### config.mk
export PLATFORM = sky130hd
export DESIGN_NAME = ovsvm_vote
export DESIGN_NICKNAME = d
export VERILOG_FILES = /design/src/rtl/ovsvm_pkg.sv /design/src/rtl/ovsvm_vote.sv
export SDC_FILE = /design/constraint.sdc
export NUM_CORES = 1
export LEC_CHECK = 0
export BUFFER_PORTS_ARGS = -buffer_cell sky130_fd_sc_hd__buf_4
export CORE_AREA = 2 2 39 41
export CTS_CLUSTER_SIZE = 14
export DETAILED_ROUTE_END_ITERATION = 8
export DIE_AREA = 0 0 41 43
export PLACE_DENSITY = 0.45
export SYNTH_ARGS = -nofsm -noshare
export SYNTH_HDL_FRONTEND = slang
export SYNTH_SLANG_ARGS = --single-unit
### constraint.sdc
create_clock -name clk -period 1.37 [get_ports clk]
set_input_delay 0.0685 -clock clk [delete_from_list [all_inputs] [get_ports clk]]
set_output_delay 0.0685 -clock clk [all_outputs]
set_load 0.05 [all_outputs]
### src/rtl/ovsvm_pkg.sv
package ovsvm_pkg;

	localparam int FEATURE_COUNT = 7;
	localparam int FEATURE_WIDTH = 16;
	localparam int WEIGHT_W      = 16;
	localparam int BIAS_W        = 16;
	localparam int FRAC_BITS     = 12;
	localparam int PAIR_COUNT    = 3;
	localparam int TRAINED_COUNT = 7;

	localparam int PROD_W   = FEATURE_WIDTH + WEIGHT_W;
	localparam int LO_COUNT = (FEATURE_COUNT + 1) / 2;
	localparam int HI_COUNT = FEATURE_COUNT - LO_COUNT;
	// Products, aligned bias and headroom for the sum of all of them
	localparam int ACC_W    = ((PROD_W > BIAS_W + FRAC_BITS) ? PROD_W : BIAS_W + FRAC_BITS)
		+ $clog2(FEATURE_COUNT + 2) + 1;

	// Register indexes of the configuration port
	localparam logic [1:0] REG_BIAS_ZERO_VS_ONE = 2'd0;
	localparam logic [1:0] REG_BIAS_ZERO_VS_TWO = 2'd1;
	localparam logic [1:0] REG_BIAS_ONE_VS_TWO  = 2'd2;

	// Class codes
	localparam logic [1:0] CLASS_ZERO = 2'd0;
	localparam logic [1:0] CLASS_ONE  = 2'd1;
	localparam logic [1:0] CLASS_TWO  = 2'd2;

	localparam logic signed [BIAS_W-1:0] BIAS_ZERO_VS_ONE_RST = -16'sd11499;
	localparam logic signed [BIAS_W-1:0] BIAS_ZERO_VS_TWO_RST = -16'sd5732;
	localparam logic signed [BIAS_W-1:0] BIAS_ONE_VS_TWO_RST  = 16'sd250;

	typedef logic signed [FEATURE_WIDTH-1:0] feat_t;
	typedef logic signed [WEIGHT_W-1:0]      weight_t;
	typedef logic signed [BIAS_W-1:0]        bias_t;
	typedef logic signed [PROD_W-1:0]        prod_t;
	typedef logic signed [ACC_W-1:0]         acc_t;

	typedef feat_t feat_vec_t [FEATURE_COUNT];
	typedef prod_t prod_row_t [FEATURE_COUNT];
	typedef prod_row_t prod_mat_t [PAIR_COUNT];
	typedef bias_t bias_vec_t [PAIR_COUNT];
	typedef acc_t acc_vec_t [PAIR_COUNT];

	typedef struct packed {
		logic signed [15:0] feature_0;
		logic signed [15:0] feature_1;
		logic signed [15:0] feature_2;
		logic signed [15:0] feature_3;
		logic signed [15:0] feature_4;
		logic signed [15:0] feature_5;
		logic signed [15:0] feature_6;
	} feat_word_t;

	typedef struct packed {
		logic [1:0] predicted_class;
		logic [2:0] pair_decisions;
	} class_word_t;

	// Trained hyperplanes, one row per pair (0v1, 0v2, 1v2)
	localparam weight_t WEIGHT_ROM [PAIR_COUNT][TRAINED_COUNT] = '{
		'{-16'sd10159, 16'sd459,  -16'sd4528, -16'sd4262,  -16'sd815,  -16'sd5604, 16'sd3373},
		'{-16'sd7289,  16'sd258,  -16'sd2393, -16'sd5217,  -16'sd2174, 16'sd1279,  -16'sd929},
		'{16'sd8326,   16'sd1661, 16'sd9122,  -16'sd19829, -16'sd2936, 16'sd6310,  -16'sd1425}
	};

	// Features past the trained set carry zero weight
	function automatic weight_t get_weight(input int pair, input int col);
		weight_t w;
		w = '0;
		if (col < TRAINED_COUNT) begin
			w = WEIGHT_ROM[pair][col];
		end
		return w;
	endfunction

endpackage

### src/rtl/ovsvm_vote.sv
module ovsvm_vote (
	input  logic                   clk,
	input  logic                   arst_n,
	input  logic                   up_vld,
	output logic                   up_hold,
	input  logic [2:0]             dec,
	output logic                   vld_s4,
	input  logic                   dn_stall,
	output ovsvm_pkg::class_word_t word_s4
);
	import ovsvm_pkg::*;

	logic       en;
	logic [1:0] votes0;
	logic [1:0] votes1;
	logic [1:0] votes2;
	logic [1:0] best;
	logic [1:0] best_votes;

	assign en      = !vld_s4 || !dn_stall;
	assign up_hold = !en;

	// Count votes; strict compare keeps ties on the lower class
	always_comb begin
		votes0     = 2'(dec[0]) + 2'(dec[1]);
		votes1     = 2'(!dec[0]) + 2'(dec[2]);
		votes2     = 2'(!dec[1]) + 2'(!dec[2]);
		best       = CLASS_ZERO;
		best_votes = votes0;
		if (votes1 > best_votes) begin
			best       = CLASS_ONE;
			best_votes = votes1;
		end
		if (votes2 > best_votes) begin
			best = CLASS_TWO;
		end
	end

	always_ff @(posedge clk or negedge arst_n) begin
		if (!arst_n) begin
			vld_s4 <= 1'b0;
		end else if (en) begin
			vld_s4 <= up_vld;
		end
	end

	always_ff @(posedge clk) begin
		if (en && up_vld) begin
			word_s4.predicted_class <= best;
			word_s4.pair_decisions  <= dec;
		end
	end

endmodule

==> results.json <==
{
  "outcome": "finished, final reports clean",
  "cts_sinks": 6,
  "ys.flop_type": "edfxtp_1",
  "synthesis.nets": 36,
  "core_mm2": 0.001384,
  "wl_per_cell_um": 9.508,
  "timing.rr.start": "vld_s4",
  "die-area_mm2": 0.001763,
  "diodes": 0,
  "synth_most_common_cell": "edfxtp_1",
  "fin_ws_ns": 0.2217,
  "p_total_mw": 0.5387,
  "maxSlewViolCount": 0,
  "whs_ns": 0.01638,
  "finalCoreUtilization_pct": 35.90,
  "preCtsSetupSlack_ns": -0.04211,
  "ctsLongestPathBuffers": 2,
  "synthTopCellsByArea": "edfxtp_1 48%, ha_1 12%, dfrtp_1 8.0%",
  "maxCapViolCount": 0,
  "finalCritPeriodShare_pct": 83.82,
  "antenna_found_initial": 0,
  "critical_path_required_ns": 1.36,
  "first_iter_violations": 0,
  "h-tree-depth": 1,
  "cts-root-buf": "clkbuf_4",
  "hold-path-endpoint": "vld_s4",
  "whs_path_depth": 2,
  "fp.dieH_um": 43,
  "slew_headroom_pct": 84.37,
  "synth_xor_area_share_pct": 0,
  "grt_max_degree": 7,
  "ant_nets": 0,
  "routed_wl_um": 599,
  "vias_per_cell": 4.254,
  "synth_top_area_share_pct": 47.81,
  "cp-end-kind": "flop",
  "worstPathMaxFanout": 4,
  "rrSetupSlack_ns": 0.28,
  "start_kind": "input pin",
  "rows": 14,
  "min_from": "up_vld",
  "final_cells": 63,
  "critical_path_arrival_ns": 1.14,
  "synth_top_family_by_area": "simple AND/OR/NAND/NOR gates",
  "worst_pin_slew_ns": 0.2334,
  "yosys-top-cells-count": "5 x edfxtp_1, 3 x ha_1, 3 x nor2_1, 3 x nor2b_1",
  "drc": 0,
  "p_leak_nw": 0.2284,
  "grt_pass1_vias": 293,
  "r2r_cells": 2,
  "die-width_um": 41,
  "setup_viol": 0,
  "r2r-end": "word_s4[1]",
  "clock.fmax_mhz": 870.9,
  "gp_congestion": 0.6971,
  "critPathKind": "in2reg",
  "finalClockSkew_ns": 0.0002300,
  "grt_usage_pct": 8.806,
  "synth-edff-count": 5,
  "tritoncts": "done",
  "yosysSeqAreaShare_pct": 55.78,
  "syn_area_um2": 314.1,
  "power.density_mw_per_mm2": 1084,
  "fin_setup_tns_ns": 0,
  "dp.cells": 58,
  "synthCells": 26,
  "synth-async-reset-ratio_pct": 16.67,
  "num_vias": 268,
  "layout-drive-gt1-share_pct": 48.94,
  "grt_pass1_wl_um": 993,
  "cts_buffers": 3,
  "hold_viol": 0,
  "period_minus_slack_ns": 1.148,
  "ys_warn_count": 0,
  "synth_compound_area_share_pct": 5.578,
  "clock_latency_ns": 0.25,
  "dr.pass1.iters": 1,
  "io_buffers": 13,
  "ir_drop_v": 0.0002624,
  "fillCellCount": 147,
  "synth_top_cell_by_area": "edfxtp_1",
  "synthDistinctLibCells": 13,
  "grt_overflow_total": 0,
  "clk_pin_slew_worst_paths_ns": 0.05,
  "initial_utilization_pct": 22.69,
  "syn2layout_area_growth_pct": 58.17,
  "synthMuxAreaShare_pct": 0,
  "nets": 58,
  "ys_seq_elements": 6,
  "rsz0062_at_grt": "false",
  "ios": 14,
  "syn_area_per_cell_um2": 12.08,
  "synth-adder-area-share_pct": 11.95,
  "hp-class": "in2reg",
  "post_dp_cell_area_um2": 460.4,
  "synthSimpleGateAreaFrac_pct": 24.30,
  "fin_area_um2": 496.7
}
==> repair_timing <==
item | CTS | global route
hold buffers | 1 | 0
gates resized for setup | 0 | 0
setup buffers | 0 | 0
hold endpoints to repair | 1 | 0
==> report_power, final <==
| group | internal, mW | switching (mW) | leakage [nW] | total [mW] |
|---|---|---|---|---|
| Combinational | 0.0582 | 0.0857 | 0.155 | 0.144 |
| Clock | 0.111 | 0.0681 | 0.0150 | 0.179 |
| Sequential | 0.213 | 0.00322 | 0.0582 | 0.216 |
==> critical path, stage by stage <==
cell and delay [ns]:
buf_4 0.09, inv_1 0.04, ha_1 0.26, inv_1 0.04
ha_1 0.33, a21boi_0 0.10, o21ai_1 0.14, nand3_1 0.08
==> state kept, by name, indices dropped and copies added (netlist names) <==
name / flops
word_s4: 5
vld_s4: 1
==> placed cells by master, fill, tap and decap left out <==
cell | Yosys | layout
or2_1 | 1 | 1
nor2b_2 | 0 | 1
nor4b_2 | 1 | 1
nor2b_1 | 3 | 2
nand3_1 | 2 | 2
ha_1 | 3 | 3
dfrtp_2 | 0 | 1
clkbuf_1 | 0 | 1
dlygate4sd3_1 | 0 | 1
buf_4 | 0 | 16
o21ai_1 | 2 | 2
nor2_1 | 3 | 3
inv_1 | 2 | 2
and2_4 | 0 | 1
and3b_1 | 1 | 1
edfxtp_1 | 5 | 5
clkbuf_4 | 0 | 3
a21boi_0 | 1 | 1
==> cells by family (layout without fill, tap and decap cells) <==
group / after synthesis / count (layout)
adder cells (fa/ha/maj): 3 / 3
buffers and inverters: 2 / 23
flip-flops: 6 / 6
AO/OA/AOI/OAI: 3 / 3
AND/OR/NAND/NOR: 12 / 12
==> cell type report <==
cell class / count / area, um2 / area share, %
sequential: 6 / 176.4 / 35.52
multi-input combinational: 18 / 136.4 / 27.46
tap: 16 / 20.02 / 4.030
clock buffer: 4 / 26.28 / 5.290
inverter: 2 / 7.507 / 1.511
timing repair buffer: 17 / 130.1 / 26.20
==> routing by layer <==
layer / track usage (%) / vias up / share of wire [%]
li1: - / 134 / -
met2: 15.00 / 10 / 56
met4: 10.00 / 0 / 2.3
met5: 0 / - / 0
met1: 6.931 / 122 / 34
met3: 1.571 / 2 / 7.0
==> how the worst max path moves through the flow <==
stage / slack (ns) / from / endpoint
after global routing: 0.15 / dec[0] / word_s4[3]
after CTS: 0.22 / dec[0] / word_s4[3]
after floorplan: 0.08 / vld_s4 / word_s4[0]
after detailed placement: -0.04 / dec[0] / word_s4[3]
after global placement: -0.02 / dec[0] / word_s4[3]
final: 0.22 / dec[0] / word_s4[3]
No activity file was read; power rests on OpenSTA's default activity.
