File: src/rtl/ovsvm_pkg.sv
package ovsvm_pkg;

	localparam int FEATURE_COUNT = 7;
	localparam int FEATURE_WIDTH = 16;
	localparam int WEIGHT_W      = 16;
	localparam int BIAS_W        = 16;
	localparam int FRAC_BITS     = 12;
	localparam int PAIR_COUNT    = 3;
	localparam int TRAINED_COUNT = 7;

	localparam int PROD_W   = FEATURE_WIDTH + WEIGHT_W;
	localparam int LO_COUNT = (FEATURE_COUNT + 1) / 2;
	localparam int HI_COUNT = FEATURE_COUNT - LO_COUNT;
	// Products, aligned bias and headroom for the sum of all of them
	localparam int ACC_W    = ((PROD_W > BIAS_W + FRAC_BITS) ? PROD_W : BIAS_W + FRAC_BITS)
		+ $clog2(FEATURE_COUNT + 2) + 1;

	// Register indexes of the configuration port
	localparam logic [1:0] REG_BIAS_ZERO_VS_ONE = 2'd0;
	localparam logic [1:0] REG_BIAS_ZERO_VS_TWO = 2'd1;
	localparam logic [1:0] REG_BIAS_ONE_VS_TWO  = 2'd2;

	// Class codes
	localparam logic [1:0] CLASS_ZERO = 2'd0;
	localparam logic [1:0] CLASS_ONE  = 2'd1;
	localparam logic [1:0] CLASS_TWO  = 2'd2;

	localparam logic signed [BIAS_W-1:0] BIAS_ZERO_VS_ONE_RST = -16'sd11499;
	localparam logic signed [BIAS_W-1:0] BIAS_ZERO_VS_TWO_RST = -16'sd5732;
	localparam logic signed [BIAS_W-1:0] BIAS_ONE_VS_TWO_RST  = 16'sd250;

	typedef logic signed [FEATURE_WIDTH-1:0] feat_t;
	typedef logic signed [WEIGHT_W-1:0]      weight_t;
	typedef logic signed [BIAS_W-1:0]        bias_t;
	typedef logic signed [PROD_W-1:0]        prod_t;
	typedef logic signed [ACC_W-1:0]         acc_t;

	typedef feat_t feat_vec_t [FEATURE_COUNT];
	typedef prod_t prod_row_t [FEATURE_COUNT];
	typedef prod_row_t prod_mat_t [PAIR_COUNT];
	typedef bias_t bias_vec_t [PAIR_COUNT];
	typedef acc_t acc_vec_t [PAIR_COUNT];

	typedef struct packed {
		logic signed [15:0] feature_0;
		logic signed [15:0] feature_1;
		logic signed [15:0] feature_2;
		logic signed [15:0] feature_3;
		logic signed [15:0] feature_4;
		logic signed [15:0] feature_5;
		logic signed [15:0] feature_6;
	} feat_word_t;

	typedef struct packed {
		logic [1:0] predicted_class;
		logic [2:0] pair_decisions;
	} class_word_t;

	// Trained hyperplanes, one row per pair (0v1, 0v2, 1v2)
	localparam weight_t WEIGHT_ROM [PAIR_COUNT][TRAINED_COUNT] = '{
		'{-16'sd10159, 16'sd459,  -16'sd4528, -16'sd4262,  -16'sd815,  -16'sd5604, 16'sd3373},
		'{-16'sd7289,  16'sd258,  -16'sd2393, -16'sd5217,  -16'sd2174, 16'sd1279,  -16'sd929},
		'{16'sd8326,   16'sd1661, 16'sd9122,  -16'sd19829, -16'sd2936, 16'sd6310,  -16'sd1425}
	};

	// Features past the trained set carry zero weight
	function automatic weight_t get_weight(input int pair, input int col);
		weight_t w;
		w = '0;
		if (col < TRAINED_COUNT) begin
			w = WEIGHT_ROM[pair][col];
		end
		return w;
	endfunction

endpackage

File: src/rtl/ovsvm_acc.sv
module ovsvm_acc (
	input  logic                 clk,
	input  logic                 arst_n,
	input  logic                 up_vld,
	output logic                 up_hold,
	input  ovsvm_pkg::prod_mat_t prod,
	input  ovsvm_pkg::bias_vec_t bias,
	output logic                 vld_s3,
	input  logic                 dn_hold,
	output logic [2:0]           dec_s3
);
	import ovsvm_pkg::*;

	logic     vld_s2;
	logic     en2;
	logic     en3;
	acc_vec_t lo_sum;
	acc_vec_t hi_sum;
	acc_vec_t lo_s2;
	acc_vec_t hi_s2;
	acc_vec_t total;

	assign en3     = !vld_s3 || !dn_hold;
	assign en2     = !vld_s2 || en3;
	assign up_hold = !en2;

	// Split each row in two halves; the bias joins the upper half
	always_comb begin
		for (int p = 0; p < PAIR_COUNT; p++) begin
			lo_sum[p] = '0;
			hi_sum[p] = ACC_W'(bias[p]) <<< FRAC_BITS;
			for (int j = 0; j < LO_COUNT; j++) begin
				lo_sum[p] = lo_sum[p] + ACC_W'(prod[p][j]);
			end
			for (int j = LO_COUNT; j < FEATURE_COUNT; j++) begin
				hi_sum[p] = hi_sum[p] + ACC_W'(prod[p][j]);
			end
		end
	end

	always_comb begin
		for (int p = 0; p < PAIR_COUNT; p++) begin
			total[p] = lo_s2[p] + hi_s2[p];
		end
	end

	always_ff @(posedge clk or negedge arst_n) begin
		if (!arst_n) begin
			vld_s2 <= 1'b0;
			vld_s3 <= 1'b0;
		end else begin
			if (en2) begin
				vld_s2 <= up_vld;
			end
			if (en3) begin
				vld_s3 <= vld_s2;
			end
		end
	end

	// Hold partial sums, then keep only the sign of each score
	always_ff @(posedge clk) begin
		if (en2 && up_vld) begin
			lo_s2 <= lo_sum;
			hi_s2 <= hi_sum;
		end
		if (en3 && vld_s2) begin
			for (int p = 0; p < PAIR_COUNT; p++) begin
				dec_s3[p] <= total[p] > 0;
			end
		end
	end

endmodule

File: config.mk
export PLATFORM = sky130hd
export DESIGN_NAME = ovsvm_acc
export DESIGN_NICKNAME = d
export VERILOG_FILES = /design/src/rtl/ovsvm_pkg.sv /design/src/rtl/ovsvm_acc.sv
export SDC_FILE = /design/constraint.sdc
export NUM_CORES = 1
export LEC_CHECK = 0
export ABC_AREA = 0
export BUFFER_PORTS_ARGS = -buffer_cell sky130_fd_sc_hd__buf_2
export CORE_AREA = 8 8 281 283
export CTS_CLUSTER_DIAMETER = 200
export DETAILED_ROUTE_END_ITERATION = 10
export DIE_AREA = 0 0 289 291
export PLACE_DENSITY_LB_ADDON = 0.15
export SYNTH_ARGS = -nofsm -noshare
export SYNTH_HDL_FRONTEND = slang
export SYNTH_SLANG_ARGS = --single-unit
File: constraint.sdc
create_clock -name clk -period 5.7 [get_ports clk]
set_input_delay 0.285 -clock clk [delete_from_list [all_inputs] [get_ports clk]]
set_output_delay 0.285 -clock clk [all_outputs]
set_load 0.1 [all_outputs]
==> qor.csv, run 1 <==
metric,value,unit
r2r-start,hi_s2[74],
r2r_cells,13,
status,"finished, final reports clean",
clock-sinks,215,
top_usage_layer,met2,
cts_root_buf,clkbuf_16,
area_growth,17.4,%
cts_setup_buffers,0,
core,74800,sq um
synth_edf_count,213,
startpoint,hi_s2[74],
power_density,415,nW/um^2
grt_pass1_vias,28055,
viasPerCell,5.10,
min_from,prod[640],
vias,27523,
routed_wl,92100,um
row_count,101,
die_area,84100,sq um
fin_crit_sh,0.808,
grtUsageTotal,0.214,
syn_nets,5086,
ir_drop,0.000244,V
grt_pass1_wl,145000,um
endpoint,dec_s3[0],
hold_violations,0,
reg2reg_to,dec_s3[0],
ys_seq_area_frac,0.197,
slew_violations,0,
required,5.97,ns
dp_hpwl,81600,um
grt_max_degree,118,
drc,0,
swShare,0.475,
use_met1,0.276,
drt_iter0_drc,1550,
mostFrequentLayoutCell,inv_1,
grtUsageMet3,0.0347,
hold_ws,0.106,ns
startpoint_type,flip-flop,
final_antenna_net_count,0,
synth_area,32600,sq um
switchingPower,7550,uW
tns,0,ns
worstSetupPathType,flip-flop to flip-flop,
relSlewSlack,0.403,
die-width,289,um
reg2reg_slack,1.09,ns
cts_tree,done,
pre_cts_ws,0.696,ns
p_leak,0.0199,uW
gp_congestion,0.866,
tightest_slew,0.874,ns
synth-async-reset-ratio,0.00930,
setup_slack,1.09,ns
die_h,291,um
seq_power_share,0.186,
skew,0.0164,ns
io_pins,729,
drt-pass1-iter-count,6,
synthCells,3666,
clk_pin_slew,0.06,ns
layout-drive-gt1-share,0.185,
fmax,217,MHz
clkLatencyLatePin,0.56,ns
combPwrFrac,0.708,
yosys.cell_types.count,86,
wl_per_cell,17.1,um
hold_path_class,primary input to flip-flop,
cts_buffers,28,
worstPathMaxFanout,6,
antenna_found_initial,6,
start_util,0.436,
setup_viol,0,
most-common-layout-cells,"inv_1 (937), buf_2 (728), fa_1 (360)",
grt_use_met2,0.375,
htree_levels,1,
yosysWarnings,0,
p_clk_frac,0.106,
layout.nets,5811,
syn_avg_cell_area,8.90,sq um
crit_path_end_kind,flip-flop,
rsz0062_at_grt,false,
cts.path.max_buffers,3,
post-route-min-period,4.61,ns
ys_ff_latch,215,
overflow,0,
cp.arrival,4.88,ns
synth_ff_type,edfxtp_1,
max_cap_violations,0,
p_int,8360,uW
portBuffers,728,
-- logic make-up (layout without fill, tap and decap cells) --
logic type               Yosys count  in the layout  synth area share
adder cells (fa/ha/maj)          696            696             0.350
buffers and inverters            981           1726             0.113
AND/OR/NAND/NOR                  711            711             0.108
multiplexers                      18             18           0.00563
AO/OA/AOI/OAI                    853            853             0.175
flip-flops                       215            215             0.197
other                              0              3                 0
XOR/XNOR                         192            192            0.0515
-- final cells by class --
type                       count  area [sq um]
fill                        7243         36500
multi-input combinational   2470         22500
sequential                   215          6450
timing repair buffer         739          3750
inverter                     937          3520
tap                          978          1220
clock buffer                  30           729
clock inverter                20           160
antenna                        3          7.51
-- registers in the layout (all words and copies together), names as in the netlist --
register  count
hi_s2       105
lo_s2       105
vld_s2        1
dec_s3        3
vld_s3        1
-- cells in the mapped netlist, types with 13 or more instances --
| cell | number | area (sq um) |
|---|---|---|
| nor2b_1 | 29 | 181 |
| mux2i_1 | 15 | 150 |
| fa_1 | 360 | 7210 |
| o21ai_0 | 138 | 691 |
| a211oi_1 | 34 | 255 |
| nand2b_1 | 54 | 338 |
| o21a_1 | 34 | 255 |
| a2111oi_0 | 13 | 114 |
| edfxtp_1 | 213 | 6400 |
| a21boi_0 | 15 | 113 |
| inv_1 | 937 | 3520 |
| o211ai_1 | 22 | 165 |
| o31ai_1 | 14 | 105 |
| and3_1 | 36 | 225 |
| nor2_1 | 175 | 657 |
| a31oi_1 | 28 | 175 |
| nand3_1 | 70 | 350 |
| xor2_1 | 57 | 499 |
| nand4_1 | 35 | 219 |
| xnor2_1 | 135 | 1180 |
| a21oi_1 | 246 | 1230 |
| a21o_1 | 110 | 826 |
| o22ai_1 | 13 | 81.3 |
| nor3_1 | 59 | 295 |
| ha_1 | 336 | 4200 |
| o21bai_1 | 41 | 308 |
| clkbuf_1 | 35 | 131 |
| a211o_1 | 13 | 114 |
| or3_1 | 24 | 150 |
| o2111ai_1 | 18 | 158 |
| nand2_1 | 154 | 578 |
| nor4_1 | 16 | 100 |
-- power groups by stage --
| stage | sequential [uW] | clock, uW | combinational, uW |
|---|---|---|---|
| 4_1_cts | 2980 | 1750 | 11200 |
| 2_1_floorplan | 2900 | 0 | 8340 |
| 5_1_grt | 3010 | 1810 | 12600 |
| 6_report | 2960 | 1690 | 11300 |
| 3_5_place_dp | 3000 | 0 | 11100 |
| 3_3_place_gp | 3000 | 0 | 11100 |
-- how the worst min path moves through the flow --
| stage | to | slack, ns | cells past startpoint |
|---|---|---|---|
| final | lo_s2[74] | 0.11 | 2 |
| after CTS | lo_s2[74] | 0.07 | 2 |
| after detailed placement | vld_s2 | 0.08 | 1 |
| after floorplan | vld_s2 | -0.01 | 0 |
| after global placement | vld_s2 | 0.08 | 1 |
| after global routing | lo_s2[74] | 0.09 | 2 |
-- metrics by stage --
stage / cell area (sq um) / instances / utilization / total power (uW)
floorplan: 32600 / 3666 / - / 11200
global placement: 37400 / 5335 / 0.500 / 14100
detailed placement: 37400 / 5335 / 0.500 / 14100
CTS: 38300 / 5389 / 0.512 / 16000
global route: 38300 / 5389 / 0.512 / 17400
finish: 38300 / 5392 / 0.512 / 15900
-- per-layer routing --
metal | vias to the layer above | wire (um) | share of wire
met1 | 12943 | 39500 | 0.43
li1 | 13724 | - | -
met2 | 752 | 45300 | 0.49
met4 | 4 | 1960 | 0.021
met3 | 100 | 5300 | 0.058
met5 | - | 27 | 0.00029
-- worst max-delay path, cell delays in order, from the launching register on --
cell and delay, ns:
edfxtp_1 0.38, ha_1 0.24, fa_1 0.47, a211oi_1 0.36
o211ai_1 0.23, and3b_1 0.29, o2111a_1 0.30, or4b_1 0.51
a32o_1 0.23, nor4_1 0.48, o2111ai_1 0.21, nor4_1 0.30
a22o_1 0.21, o311ai_0 0.12
-- repair_timing --
action | CTS | global route
hold endpoints to repair | 5 | 0
hold buffers | 4 | 0
resized for setup | 0 | 0
Note: power is estimated with default switching activity, not from simulation.
==> run 2: changes to the inputs <==
==> constraint.sdc (replaced) <==
create_clock -name clk -period 4.2 [get_ports clk]
set_input_delay 0.21 -clock clk [delete_from_list [all_inputs] [get_ports clk]]
set_output_delay 0.21 -clock clk [all_outputs]
set_load 0.1 [all_outputs]
==> run 2 against run 1 <==
Count of clock-buffer cells in the layout is 2 higher. Via count rose by 1.5%. Wire length up 2.0%. Flip-flop and latch count is the same. Critical path depth stayed put. Die area unchanged. First-iteration DRC count up 1.9%. Clock power rose by 23%.
==> qor.csv, run 2 (same netlist as run 1, synthesis figures left out) <==
metric,value,unit,change
status,"finished, final reports clean",,
layout-drive-gt1-share,0.210,,+0.0251
cts_buffers,25,,-11%
hold_path_class,primary input to asynchronous set/reset pin,,
utilization,0.526,,+0.0131
drt-pass1-iter-count,6,,unchanged
core,74800,sq um,unchanged
cts_tree,done,,
p_clk_frac,0.093,,-0.013
dp_hpwl,83800,um,+2.6%
routed_wl,93900,um,+2.0%
fin_crit_sh,0.980,,+0.172
ir_drop,0.000295,V,+21%
skew,0.0178,ns,+0.00136 ns
layout.nets,5928,,+2.0%
mostFrequentLayoutCell,inv_1,,
drc,0,,unchanged
io_pins,729,,unchanged
grt_max_degree,83,,-30%
viasPerCell,5.07,,-0.58%
fillers,7164,,-1.1%
setup_viol,0,,unchanged
grt_pass1_vias,28678,,+2.2%
tightest_slew,1.01,ns,+0.139 ns
die_area,84100,sq um,unchanged
slew_violations,0,,unchanged
cp.arrival,4.39,ns,-0.49 ns
fmax,243,MHz,+12%
rsz0062_at_grt,true,,
gp_congestion,0.916,,+5.8%
vias,27942,,+1.5%
worstSetupPathType,flip-flop to flip-flop,,
seq_power_share,0.179,,-0.007
portBuffers,728,,unchanged
grtUsageTotal,0.218,,+0.00455
start_util,0.436,,unchanged
cts.path.max_buffers,3,,unchanged
dp.cells,5453,,+2.2%
drt_iter0_drc,1580,,+1.9%
final_antenna_net_count,0,,unchanged
switchingPower,10500,uW,+39%
p_leak,0.0204,uW,+2.7%
die-width,289,um,unchanged
cts_root_buf,clkbuf_16,,
post-route-min-period,4.12,ns,-0.491 ns
stdcell_count,5506,,+2.1%
pre_cts_ws,-0.506,ns,-1.20 ns
crit_path_end_kind,flip-flop,,
reg_top3,"hi_s2 (105), lo_s2 (105), dec_s3 (3)",,
clkLatencyLatePin,0.55,ns,about the same
swShare,0.470,,-0.00496
startpoint_type,flip-flop,,
row_count,101,,unchanged
required,4.47,ns,-1.50 ns
multi_input_area,22700,sq um,+0.87%
setup_slack,0.0840,ns,-1.01 ns
clk_pin_slew,0.06,ns,about the same
worstPathMaxFanout,3,,-3
clock-sinks,215,,unchanged
combPwrFrac,0.728,,+0.020
die_h,291,um,unchanged
grt_pass1_wl,148000,um,+2.4%
p_int,11900,uW,+42%
hold_violations,0,,unchanged
max_cap_violations,0,,unchanged
area_growth,20.5,%,
most-common-layout-cells,"inv_1 (937), buf_2 (728), fa_1 (357)",,
overflow,0,,unchanged
antenna_found_initial,6,,unchanged
power_density,568,nW/um^2,+37%
ff_latch_area,6450,sq um,unchanged
htree_levels,1,,unchanged
wl_per_cell,17.1,um,about the same
relSlewSlack,0.319,,-0.0840
r2r_cells,13,,unchanged
## run 2: final timing paths
check	start	to	slack, ns
worst max-delay path	hi_s2[74]	dec_s3[0]	0.08
worst min-delay path	arst_n	vld_s2	0.11
worst max register to register	hi_s2[74]	dec_s3[0]	0.08
worst min register to register	vld_s2	vld_s3	0.48
max in group asynchronous	arst_n	vld_s3	4.00
min in group clk	prod[416]	lo_s2[37]	0.14
## run 2: per-layer routing
layer / vias up / part of all wire / global-route usage
met5: - / 0.00014 / 0
met4: 2 / 0.018 / 0.0379
met3: 93 / 0.060 / 0.0388
met2: 726 / 0.49 / 0.385
met1: 13148 / 0.43 / 0.280
li1: 13973 / - / -
## run 2: worst max-delay path: stages, from the launching register on
cell and delay [ns]:
edfxtp_1 0.42, ha_4 0.20, fa_2 0.39, a211oi_4 0.28
o211ai_1 0.17, and3b_2 0.29, o2111a_1 0.27, or4b_1 0.51
a32o_2 0.26, nor4_4 0.28, o2111ai_2 0.17, nor4_2 0.31
a22o_1 0.20, o311ai_1 0.09
## run 2: stage by stage
stage	area (sq um)	setup TNS, ns	power, uW	hold slack (ns)
finish	39300	0	22400	0.106
global route	39300	-0.0217	24500	0.0768
CTS	39200	0	22300	0.0690
detailed placement	38300	-4.99	20000	0.00130
global placement	38300	-3.73	20000	0.000905
floorplan	32600	0	15300	-0.0856
## run 2: power groups by stage
| stage | logic [uW] | clock network (uW) | registers, uW |
|---|---|---|---|
| after global placement | 15900 | 0 | 4070 |
| final | 16300 | 2080 | 4000 |
| after floorplan | 11300 | 0 | 3940 |
| after global routing | 18200 | 2240 | 4080 |
| after CTS | 16100 | 2150 | 4040 |
| after detailed placement | 15900 | 0 | 4070 |
## run 2: final cells by class
class	instances	share of cell area
antenna	2	0.000127
tap	978	0.0311
timing repair buffer	859	0.119
clock buffer	32	0.0166
clock inverter	13	0.00277
inverter	937	0.0894
multi-input combinational	2470	0.577
sequential	215	0.164
## run 2: repair_timing
action,CTS,global route
hold buffers,6,0
hold endpoints to repair,6,0
pin swaps,2,20
gates resized for setup,8,39
endpoints found under the setup margin,3,8
buffers inserted,0,0
